[config.mk]
export PLATFORM = sky130hd
export DESIGN_NAME = sgts_ctrl
export DESIGN_NICKNAME = d
export VERILOG_FILES = /design/src/sgts_pkg.sv /design/src/sgts_ctrl.sv
export SDC_FILE = /design/constraint.sdc
export NUM_CORES = 1
export LEC_CHECK = 0
export BUFFER_PORTS_ARGS = -buffer_cell sky130_fd_sc_hd__buf_2
export CORE_AREA = 2 2 39 41
export CTS_CLUSTER_DIAMETER = 200
export DETAILED_ROUTE_END_ITERATION = 7
export DIE_AREA = 0 0 41 43
export PLACE_DENSITY = 0.43
export SETUP_SLACK_MARGIN = 0.05
export SLEW_MARGIN = 0
export SYNTH_ARGS = -nofsm -noshare
export SYNTH_HDL_FRONTEND = slang
export SYNTH_SLANG_ARGS = --single-unit
[constraint.sdc]
create_clock -name clk -period 1.2 [get_ports clk]
set_input_delay 0.18 -clock clk [delete_from_list [all_inputs] [get_ports clk]]
set_output_delay 0.18 -clock clk [all_outputs]
set_load 0.005 [all_outputs]
[src/sgts_pkg.sv]
`timescale 1ns / 1ps
// Shared types and constants of the sorted glyph table search unit.
// No dependencies; compiled first.
package sgts_pkg;

	// Field widths of the item and result transfers
	localparam int SLOT_W  = 8;
	localparam int CODE_W  = 16;
	localparam int ADV_W   = 4;
	localparam int COUNT_W = 9;
	localparam int ENTRY_W = CODE_W + ADV_W;

	// Default table depth
	localparam int TABLE_DEPTH_DEF = 256;

	// Item operation codes
	localparam logic OP_LOAD   = 1'b0;
	localparam logic OP_LOOKUP = 1'b1;

	// Commands from the controller to the datapath
	typedef struct packed {
		logic write;     // store the accepted entry
		logic start;     // set up bounds and issue the first probe
		logic step;      // evaluate the returned probe, issue the next one
		logic out_load;  // move the search result into the output register
	} cmd_t;

	// Status from the datapath to the controller
	typedef struct packed {
		logic count_zero;  // no entries to search
		logic probe_done;  // current probe ends the search
	} status_t;

endpackage

[src/sgts_ctrl.sv]
`timescale 1ns / 1ps
// Controller: sequences item transfers, table probes and result transfers.
// Depends on sgts_pkg.
module sgts_ctrl (
	input  logic               clk,
	input  logic               arst_n,
	input  logic               in_valid,
	input  logic               in_op,
	output logic               in_ready,
	output logic               out_valid,
	input  logic               out_ready,
	output sgts_pkg::cmd_t     cmd,
	input  sgts_pkg::status_t  status
);
	import sgts_pkg::*;

	typedef enum logic [2:0] {
		S_IDLE  = 3'b001,
		S_PROBE = 3'b010,
		S_DONE  = 3'b100
	} state_t;

	state_t state_q;
	state_t state_d;
	logic   out_valid_q;
	logic   accept;

	assign in_ready  = (state_q == S_IDLE);
	assign accept    = in_valid && in_ready;
	assign out_valid = out_valid_q;

	// Next state and commands
	always_comb begin
		state_d = state_q;
		cmd     = '0;
		case (state_q)
			S_IDLE: begin
				if (accept) begin
					if (in_op == OP_LOOKUP) begin
						cmd.start = 1'b1;
						state_d   = status.count_zero ? S_DONE : S_PROBE;
					end else begin
						cmd.write = 1'b1;
					end
				end
			end
			S_PROBE: begin
				cmd.step = 1'b1;
				if (status.probe_done) begin
					state_d = S_DONE;
				end
			end
			S_DONE: begin
				if (!out_valid_q || out_ready) begin
					cmd.out_load = 1'b1;
					state_d      = S_IDLE;
				end
			end
			default: begin
				state_d = S_IDLE;
			end
		endcase
	end

	// State register
	always_ff @(posedge clk or negedge arst_n) begin
		if (!arst_n) begin
			state_q <= S_IDLE;
		end else begin
			state_q <= state_d;
		end
	end

	// Hold the result valid until its transfer
	always_ff @(posedge clk or negedge arst_n) begin
		if (!arst_n) begin
			out_valid_q <= 1'b0;
		end else if (cmd.out_load) begin
			out_valid_q <= 1'b1;
		end else if (out_ready) begin
			out_valid_q <= 1'b0;
		end
	end

	// A non-empty lookup always enters the probe loop
	a_start_probe: assert property (@(posedge clk) disable iff (!arst_n)
		(cmd.start && !status.count_zero) |=> (state_q == S_PROBE))
		else $error("lookup did not enter probe loop");

	// A finished search waits while the previous result is still pending
	a_done_hold: assert property (@(posedge clk) disable iff (!arst_n)
		(state_q == S_DONE && out_valid_q && !out_ready) |=> (state_q == S_DONE))
		else $error("result overwritten before transfer");

	// Loading the output register raises valid
	a_load_valid: assert property (@(posedge clk) disable iff (!arst_n)
		cmd.out_load |=> out_valid_q)
		else $error("loaded result not presented");

	// No item is taken while a search runs
	a_busy: assert property (@(posedge clk) disable iff (!arst_n)
		(state_q != S_IDLE) |-> !(cmd.start || cmd.write))
		else $error("item accepted during search");
endmodule

==> flow_metrics.env, run 1 <==
export IMPL_yosys_top_cells_count="4 x inv_1, 3 x a21oi_1, 3 x dfrtp_1, 2 x nor3b_1"
export IMPL_ant_nets=0
export IMPL_numCtsBuffers=3
export IMPL_synth_simple_area_share=0.325
export IMPL_grt_pass1_wl_mm=1.08
export IMPL_initial_utilization=0.173
export IMPL_synth_top_area_cell="dfrtp_1"
export IMPL_place_congestion=0.655
export IMPL_setup_worst_path_start_class="register"
export IMPL_dieWidth_microns=41
export IMPL_synth_net_count=31
export IMPL_regArea_sq_um=101
export IMPL_p_per_area_nw_per_um2=954
export IMPL_synth_top_family_by_area="simple AND/OR/NAND/NOR gates"
export IMPL_multi_input_area_sq_um=154
export IMPL_drive_above_1_share=0.755
export IMPL_grt_max_degree=6
export IMPL_setup_violations=8
export IMPL_synthCells=24
export IMPL_port_buffers=12
export IMPL_synth_top_cell_area_share=0.314
export IMPL_grt_overflow=0
export IMPL_vdd_drop_max_mv=0.495
export IMPL_finalHoldViolCount=0
export IMPL_dp_cells=58
export IMPL_path_clk_slew_ns=0.04
export IMPL_timing_final_ws_setup_ns=-0.419
export IMPL_wl_per_cell_microns=9.75
export IMPL_async_flop_share=1.00
export IMPL_cts_buffer_depth=2
export IMPL_clock_latency_ns=0.24
export IMPL_met1_usage=0.104
export IMPL_diodes=0
export IMPL_worstSetupPathType="reg2out"
export IMPL_max_slew_margin_rel=0.753
export IMPL_coreArea_sq_um=1380
export IMPL_outcome="finished with violations"
export IMPL_drt_total_wl_microns=673
export IMPL_maxCapViolCount=0
export IMPL_path_max_fanout=4
export IMPL_dpl_hpwl_microns=508
export IMPL_hold_path_class="in2reg"
export IMPL_finalCritPeriodShare=1.35
export IMPL_period_needed_ns=1.62
export IMPL_cts_tree="done"
export IMPL_cts_htree_levels=1
export IMPL_instances_no_fill=69
export IMPL_vias=287
export IMPL_slew_violations=0
export IMPL_synth_compound_area_share=0.188
export IMPL_netlist_area_sq_um=239
export IMPL_io_pins=13
export IMPL_numClockSinks=4
export IMPL_synth_area_leaders="dfrtp_1 31%, dfstp_2 11%, a21oi_1 6.3%"
export IMPL_rows=14
export IMPL_grt_use_met2=0.138
export IMPL_drcViolationCount=0
export IMPL_syn_area_per_cell_sq_um=9.96
export IMPL_worst_pin_slew_ns=0.365
export IMPL_fill_cells=137
export IMPL_antenna_found_initial=0
export IMPL_cp_required_ns=1.02
export IMPL_post_synth_xor_area_fraction=0
export IMPL_clock_skew_final_ns=0.00878
export IMPL_ys_flop_type="dfrtp_1"
export IMPL_grt_busiest_layer="met2"
export IMPL_p_leak_nw=0.233
export IMPL_die_h_microns=43
export IMPL_critPathCaptureType="primary output"
export IMPL_synth_edf_count=0
export IMPL_ys_seq_elements=4
export IMPL_fin_nets=61
export IMPL_yosysSeqAreaShare=0.424
export IMPL_drt_first_pass_iters=1
export IMPL_worstPathArrival_ns=1.44
export IMPL_yosysWarnings=0
export IMPL_synth_adder_area_share=0
export IMPL_drt_iter0_drc=0
export IMPL_yosysMostFrequentCell="inv_1"
export IMPL_grt_pass1_vias=275
export IMPL_syn2layout_area_growth_pct=106
export IMPL_grt_use_met3=0.0681
export IMPL_violations="setup timing"
export IMPL_grtUsageTotal=0.0958
export IMPL_die_area_sq_um=1760
export IMPL_synth_distinct_cells=16
export IMPL_grt_setup_unrepaired="true"
export IMPL_root_buffer="clkbuf_4"
export IMPL_power_uw=469
export IMPL_via_per_inst=4.16
export IMPL_fmax_mhz=618
export IMPL_synth_mux_area_fraction=0
cell type report:
| class | instances | area share |
|---|---|---|
| repair buffers | 25 | 0.356 |
| multi-input cells | 16 | 0.313 |
| flip-flops and latches | 4 | 0.206 |
| clock buffers | 4 | 0.0534 |
| well taps | 16 | 0.0407 |
| inverters | 4 | 0.0305 |
sequential cells by signal, indices dropped and copies added (netlist names):
signal     cells
state_q        3
out_valid      1
critical path, cell delays in order, from the launching register on:
cell and delay, ns:
dfstp_2 0.52, or3b_4 0.41, nor3b_2 0.15, buf_2 0.12
metal layers:
layer / vias up / share of wire
met5: - / 0
met4: 0 / 0
met3: 0 / 0.082
met2: 11 / 0.50
met1: 131 / 0.42
li1: 145 / -
final timing paths:
path	to	start	slack, ns	cells after the start
worst max-delay path	cmd[3]	state_q[0]	-0.42	3
max in group asynchronous	state_q[0]	arst_n	0.72	2
worst min register to register	state_q[1]	state_q[2]	0.64	3
worst min-delay path	out_valid	out_ready	0.18	2
worst max register to register	state_q[1]	state_q[0]	-0.17	4
min in group asynchronous	out_valid	arst_n	0.27	2
placed cells by master (no fill, tap or decap), types with 2 or more instances in the layout:
cell	synthesis	layout
dfrtp_1	3	3
nor3b_2	0	2
buf_4	0	8
buf_2	0	12
inv_1	4	3
clkbuf_4	0	3
buf_6	0	4
a21oi_2	0	2
kinds of logic (layout without fill, tap and decap cells):
family                 count (synthesis)  in the layout
flip-flops                             4              4
AND/OR/NAND/NOR                        9              9
AO/OA/AOI/OAI                          7              7
buffers and inverters                  4             33
stage by stage:
step                hold WS (ns)  worst slack (ns)   util  setup TNS, ns  instance area [sq um]
floorplan                 -0.116            -0.112      -         -0.236                    248
global placement         -0.0108            -0.180  0.269         -0.656                    373
detailed placement       -0.0110            -0.193  0.269         -0.703                    373
CTS                        0.180            -0.437  0.353          -2.11                    488
global route               0.186            -0.490  0.355          -2.28                    492
finish                     0.180            -0.419  0.355          -1.89                    492
timing repair:
item                                    CTS  global route
endpoints found under the setup margin    8             8
gates resized for setup                   8             3
endpoints found under the hold margin     4             0
hold buffers                              1             0
pin swaps                                 4             4
buffers inserted                          6             2
report_power, final:
| part | switching (mW) | internal (mW) | total [mW] |
|---|---|---|---|
| Sequential | 0.00577 | 0.145 | 0.151 |
| Clock | 0.0611 | 0.125 | 0.186 |
| Combinational | 0.0510 | 0.0807 | 0.132 |
| Total | 0.118 | 0.351 | 0.469 |
No activity file was read; power rests on OpenSTA's default activity.
==> inputs of run 2 (changes only) <==
--- a/config.mk
+++ b/config.mk
@@ -5,12 +5,13 @@
 export SDC_FILE = /design/constraint.sdc
 export NUM_CORES = 1
 export LEC_CHECK = 0
+export ABC_AREA = 1
 export BUFFER_PORTS_ARGS = -buffer_cell sky130_fd_sc_hd__buf_2
 export CORE_AREA = 2 2 39 41
 export CTS_CLUSTER_DIAMETER = 200
 export DETAILED_ROUTE_END_ITERATION = 7
 export DIE_AREA = 0 0 41 43
-export PLACE_DENSITY = 0.43
+export PLACE_DENSITY = 0.45
 export SETUP_SLACK_MARGIN = 0.05
 export SLEW_MARGIN = 0
 export SYNTH_ARGS = -nofsm -noshare
==> run 2 against run 1 <==
Net effect:
- the flow still finishes with violations (setup timing)
- design area decreased by 19%
- first-iteration DRC count increased by 4
- utilization decreased by 6.9 points
- clock skew decreased by 0.0056 ns
- non-clock buffer count decreased by 9
- global-route usage decreased by 0.60 points
- clock-buffer cell count unchanged
- sequential power increased by 71%
- power increased by 97%
- highest routed layer unchanged
==> flow_metrics.env, run 2 <==
export IMPL_period_needed_ns=1.34
export IMPL_critPathSlowestCell="dfstp_2"
export IMPL_setup_violations=5
export IMPL_grt_pass1_vias=296
export IMPL_setup_tns_ns=-0.354
export IMPL_power_frac_comb=0.519
export IMPL_layout_common_cells="12 x buf_2, 9 x nor2_1, 7 x nand2_1"
export IMPL_synth_edf_count=0
export IMPL_yosys_top_cells_count="9 x nor2_1, 8 x nand2_1, 4 x inv_2"
export IMPL_finalCritPeriodShare=1.12
export IMPL_drt_iter0_drc=4
export IMPL_async_flop_share=1.00
export IMPL_ys_seq_elements=4
export IMPL_cp_depth=5
export IMPL_layout_commonest_cell="buf_2"
export IMPL_synth_top_cell_area_share=0.296
export IMPL_critPathCaptureType="primary output"
export IMPL_p_sw_frac=0.390
export IMPL_fill_cells=156
export IMPL_coreArea_sq_um=1380
export IMPL_path_delay_family="flip-flops"
export IMPL_rows=14
export IMPL_numClockSinks=4
export IMPL_path_max_fanout=3
export IMPL_synth_distinct_cells=12
export IMPL_setup_worst_path_start_class="register"
export IMPL_p_clk_frac=0.201
export IMPL_grt_max_degree=6
export IMPL_max_slew_margin_rel=0.908
export IMPL_vias=294
export IMPL_diodes=0
export IMPL_violations="setup timing"
export IMPL_cts_htree_levels=1
export IMPL_cts_buffer_depth=2
export IMPL_grt_overflow=0
export IMPL_p_per_area_nw_per_um2=2330
export IMPL_cts_tree="done"
export IMPL_fmax_mhz=747
export IMPL_dieWidth_microns=41
export IMPL_path_clk_slew_ns=0.04
export IMPL_finalHoldViolCount=0
export IMPL_cp_cell_sequence="nand3b_4, inv_2, nand2_1, nor2_1, buf_2"
export IMPL_vdd_drop_max_mv=0.707
export IMPL_p_leak_nw=0.240
export IMPL_yosysWarnings=0
export IMPL_sequentialPowerShare=0.280
export IMPL_numCtsBuffers=3
export IMPL_worstPathArrival_ns=1.16
export IMPL_dpl_hpwl_microns=471
export IMPL_synth_area_leaders="dfrtp_1 30%, nor2_1 13%, nand2_1 12%"
export IMPL_port_buffers=12
export IMPL_syn_area_per_cell_sq_um=6.86
export IMPL_yosysMostFrequentCell="nor2_1"
export IMPL_regMostFlops="state_q"
export IMPL_drt_total_wl_microns=595
export IMPL_place_congestion=0.676
export IMPL_antenna_found_initial=0
export IMPL_worstSetupPathType="reg2out"
export IMPL_syn2layout_area_growth_pct=56.2
export IMPL_whs_path_depth=2
export IMPL_die_area_sq_um=1760
export IMPL_path_buf_inv=2
export IMPL_p_int_uw=563
export IMPL_switching_power_uw=360
export IMPL_drive_above_1_share=0.474
export IMPL_initial_utilization=0.184
export IMPL_clock_latency_ns=0.24
export IMPL_cp_required_ns=1.02
export IMPL_drcViolationCount=0
export IMPL_clock_skew_final_ns=0.00316
export IMPL_largest_reg_flops=3
export IMPL_max_stage_delay_ns=0.56
export IMPL_hold_slack_ns=0.151
export IMPL_slew_violations=0
export IMPL_root_buffer="clkbuf_4"
export IMPL_ant_nets=0
export IMPL_wl_per_cell_microns=8.15
export IMPL_power_uw=922
export IMPL_timing_final_ws_setup_ns=-0.139
export IMPL_drt_first_pass_iters=2
export IMPL_io_pins=13
export IMPL_grt_setup_unrepaired="true"
export IMPL_yosysSeqAreaShare=0.399
export IMPL_netlist_area_sq_um=254
export IMPL_via_per_inst=4.03
export IMPL_die_h_microns=43
export IMPL_synth_net_count=44
export IMPL_ys_flop_type="dfrtp_1"
export IMPL_hold_path_class="in2reg"
export IMPL_synth_top_area_cell="dfrtp_1"
export IMPL_outcome="finished with violations"
export IMPL_synthCells=37
export IMPL_grtUsageTotal=0.0897
export IMPL_fin_nets=65
export IMPL_ff2ff_path_depth=6
export IMPL_grt_pass1_wl_mm=1.04
export IMPL_maxCapViolCount=0
export IMPL_worst_pin_slew_ns=0.136
==> run 2: cell count changes after synthesis, moves of 3 or more <==
cell,change
a21oi_1,-3
nor2_1,+9
inv_2,+4
nand2_1,+7
nand3_1,+3
==> run 2: logic make-up (layout without fill, tap and decap cells) <==
group                  count (synthesis)  count (layout)  share of synthesized area
AND/OR/NAND/NOR                       23              23                      0.438
AO/OA/AOI/OAI                          3               3                     0.0591
flip-flops                             4               4                      0.399
buffers and inverters                  7              27                      0.103
==> run 2: power by group through the flow <==
| stage | sequential [mW] | combinational (mW) | clock, mW |
|---|---|---|---|
| 2_1_floorplan | 0.251 | 0.291 | 0 |
| 3_5_place_dp | 0.258 | 0.406 | 0 |
| 6_report | 0.258 | 0.479 | 0.185 |
| 5_1_grt | 0.268 | 0.541 | 0.199 |
| 3_3_place_gp | 0.256 | 0.403 | 0 |
| 4_1_cts | 0.256 | 0.476 | 0.191 |
==> run 2: area by class of cell <==
cell class	count	area, sq um	area share
multi-input combinational	26	129	0.325
timing repair buffer	16	92.6	0.233
tap	16	20.0	0.0505
clock buffer	4	26.3	0.0662
inverter	7	26.3	0.0662
sequential	4	103	0.259
==> run 2: worst paths after layout <==
path	startpoint	end	slack, ns
worst max-delay path	state_q[0]	cmd[3]	-0.14
worst max register to register	state_q[0]	state_q[1]	0
worst min register to register	out_valid	out_valid	0.54
max in group asynchronous	arst_n	state_q[0]	0.72
worst min-delay path	out_ready	out_valid	0.15
min in group asynchronous	arst_n	out_valid	0.28
==> run 2: routing by layer <==
metal  routed length (microns)  share of wire  up-vias  GRT usage
li1                          -              -      154          -
met1                       243           0.41      136     0.0945
met2                       325           0.55        4      0.131
met3                        26          0.044        0     0.0314
met4                         0              0        0     0.0800
met5                         0              0        -          0
==> run 2: repair_timing <==
item,in CTS,in global routing
endpoints found under the setup margin,5,8
hold buffers,1,0
buffers inserted,2,1
resized for setup,1,1
endpoints found under the hold margin,4,0
pin swaps,4,0
==> run 2: stage by stage <==
stage	instance area (sq um)	std cells	utilization	setup WS, ns
2_1_floorplan	254	37	-	0.173
3_3_place_gp	334	65	0.241	0.0893
3_5_place_dp	334	65	0.241	0.0804
4_1_cts	388	72	0.280	-0.146
5_1_grt	397	73	0.287	-0.183
6_report	397	73	0.287	-0.139
==> inputs of run 3 (changes only) <==
--- a/config.mk
+++ b/config.mk
@@ -9,9 +9,10 @@
 export BUFFER_PORTS_ARGS = -buffer_cell sky130_fd_sc_hd__buf_2
 export CORE_AREA = 2 2 39 41
 export CTS_CLUSTER_DIAMETER = 200
+export CTS_CLUSTER_SIZE = 16
 export DETAILED_ROUTE_END_ITERATION = 7
 export DIE_AREA = 0 0 41 43
-export PLACE_DENSITY = 0.45
+export PLACE_DENSITY = 0.43
 export SETUP_SLACK_MARGIN = 0.05
 export SLEW_MARGIN = 0
 export SYNTH_ARGS = -nofsm -noshare
==> constraint.sdc (replaced) <==
create_clock -name clk -period 1.6 [get_ports clk]
set_input_delay 0.24 -clock clk [delete_from_list [all_inputs] [get_ports clk]]
set_output_delay 0.24 -clock clk [all_outputs]
set_load 0.005 [all_outputs]
==> run 3 against run 2 <==
Net effect:
- the flow now finishes without violations
- global-route usage fell by 1.7 points
- combinational power fell by 37%
- wire length fell by 13%
- register-to-register slack improved by 0.51 ns
- design area fell by 6.6%
- non-clock buffer count fell by 3
- clock skew rose by 0.0029 ns
- utilization fell by 1.9 points
- sequential power fell by 26%
- via count fell by 7.5%
- sequential share of layout area rose by 1.5 points
- critical path type unchanged
==> flow_metrics.env, run 3 (same netlist as run 2, synthesis figures left out) <==
export IMPL_outcome="finished, final reports clean"
export IMPL_cp_depth=5
export IMPL_worst_pin_slew_ns=0.171
export IMPL_setup_tns_ns=0
export IMPL_post_dp_cell_area_sq_um=334
export IMPL_grt_max_degree=6
export IMPL_grt_overflow=0
export IMPL_numCtsBuffers=3
export IMPL_worstPathArrival_ns=1.18
export IMPL_grt_setup_unrepaired="false"
export IMPL_vias=272
export IMPL_power_frac_comb=0.483
export IMPL_coreArea_sq_um=1380
export IMPL_layout_commonest_cell="buf_2"
export IMPL_io_pins=13
export IMPL_sequentialPowerShare=0.304
export IMPL_path_buf_inv=2
export IMPL_grtUsageTotal=0.0726
export IMPL_hold_path_class="in2reg"
export IMPL_clock_skew_final_ns=0.00606
export IMPL_period_needed_ns=1.42
export IMPL_drcViolationCount=0
export IMPL_path_max_fanout=5
export IMPL_p_leak_nw=0.227
export IMPL_cts_htree_levels=1
export IMPL_diodes=0
export IMPL_port_buffers=12
export IMPL_finalCritPeriodShare=0.889
export IMPL_ant_nets=0
export IMPL_drive_above_1_share=0.407
export IMPL_drt_total_wl_microns=520
export IMPL_die_area_sq_um=1760
export IMPL_rows=14
export IMPL_max_slew_margin_rel=0.886
export IMPL_cts_buffer_depth=2
export IMPL_maxCapViolCount=0
export IMPL_critPathSlowestCell="dfstp_2"
export IMPL_max_stage_delay_ns=0.56
export IMPL_dieWidth_microns=41
export IMPL_drt_iter0_drc=1
export IMPL_die_h_microns=43
export IMPL_clock_latency_ns=0.23
export IMPL_cp_required_ns=1.36
export IMPL_vdd_drop_max_mv=0.508
export IMPL_p_per_area_nw_per_um2=1690
export IMPL_critPathCaptureType="primary output"
export IMPL_root_buffer="clkbuf_4"
export IMPL_grt_pass1_vias=229
export IMPL_cts_tree="done"
export IMPL_setup_violations=0
export IMPL_grt_pass1_wl_microns=841
export IMPL_worstSetupPathType="reg2out"
export IMPL_antenna_found_initial=0
export IMPL_fin_nets=62
export IMPL_layout_common_cells="12 x buf_2, 9 x nor2_1, 8 x nand2_1"
export IMPL_numClockSinks=4
export IMPL_p_clk_frac=0.213
export IMPL_ff2ff_path_depth=5
export IMPL_path_clk_slew_ns=0.04
export IMPL_finalHoldViolCount=0
export IMPL_cp_cell_sequence="nand3b_4, inv_2, nand2_1, nor2_1, buf_2"
export IMPL_path_delay_family="flip-flops"
export IMPL_whs_path_depth=2
export IMPL_drt_first_pass_iters=2
export IMPL_wl_per_cell_microns=7.43
export IMPL_dpl_hpwl_microns=427
export IMPL_setup_worst_path_start_class="register"
export IMPL_regMostFlops="state_q"
export IMPL_via_per_inst=3.89
export IMPL_slew_violations=0
export IMPL_final_area_sq_um=370
export IMPL_p_int_uw=377
export IMPL_initial_utilization=0.184
export IMPL_largest_reg_flops=3
export IMPL_syn2layout_area_growth_pct=45.8
export IMPL_p_sw_frac=0.398
export IMPL_place_congestion=0.700
export IMPL_fmax_mhz=703
export IMPL_switching_power_uw=249
[run 3: cell type report]
cell class                      instances  area [sq um]
Sequential cell                         4           101
Clock buffer                            4          26.3
Timing Repair Buffer                   13          70.1
Multi-Input combinational cell         26           126
Inverter                                7          26.3
Tap cell                               16          20.0
Fill cell                             163          1010
[run 3: final timing paths]
| kind | slack, ns | end | startpoint |
|---|---|---|---|
| max in group asynchronous | 1.05 | state_q[0] | arst_n |
| min in group asynchronous | 0.34 | out_valid | arst_n |
| setup reg to reg | 0.51 | state_q[1] | state_q[0] |
| hold / removal | 0.22 | out_valid | out_ready |
| setup / recovery | 0.18 | cmd[3] | state_q[0] |
| hold reg to reg | 0.55 | out_valid | out_valid |
[run 3: what timing repair did]
| item | 4_1_cts | 5_1_grt |
|---|---|---|
| endpoints found under the hold margin | 4 | 0 |
| gates resized for setup | 0 | 0 |
| hold buffers | 1 | 0 |
| buffers inserted | 0 | 0 |
[run 3: metal layers]
layer / vias up / wire [microns] / GRT usage
met5: - / 0 / 0
met4: 0 / 0 / 0.0600
met3: 0 / 14 / 0.0314
met2: 5 / 269 / 0.0938
met1: 119 / 236 / 0.0879
li1: 148 / - / -
[run 3: power groups by stage]
| stage | Combinational, mW | Clock, mW | Sequential, mW |
|---|---|---|---|
| CTS | 0.307 | 0.140 | 0.191 |
| floorplan | 0.218 | 0 | 0.188 |
| global route | 0.348 | 0.145 | 0.197 |
| detailed placement | 0.303 | 0 | 0.193 |
| global placement | 0.307 | 0 | 0.194 |
| finish | 0.302 | 0.133 | 0.190 |
[run 3: stage by stage]
stage | power [mW] | hold WS (ns) | util | setup slack [ns] | std cells
floorplan | 0.406 | -0.0556 | - | 0.513 | 37
global placement | 0.500 | 0.0460 | 0.241 | 0.416 | 65
detailed placement | 0.496 | 0.0471 | 0.241 | 0.419 | 65
CTS | 0.639 | 0.229 | 0.268 | 0.167 | 70
global route | 0.691 | 0.245 | 0.268 | 0.0866 | 70
finish | 0.626 | 0.224 | 0.268 | 0.177 | 70
[run 3: worst reg2reg max path: cells and delay by family, from the launching register on]
kind	cells	cell delay [ns]
flip-flops	1	0.56
AND/OR/NAND/NOR	4	0.37
buffers and inverters	1	0.05
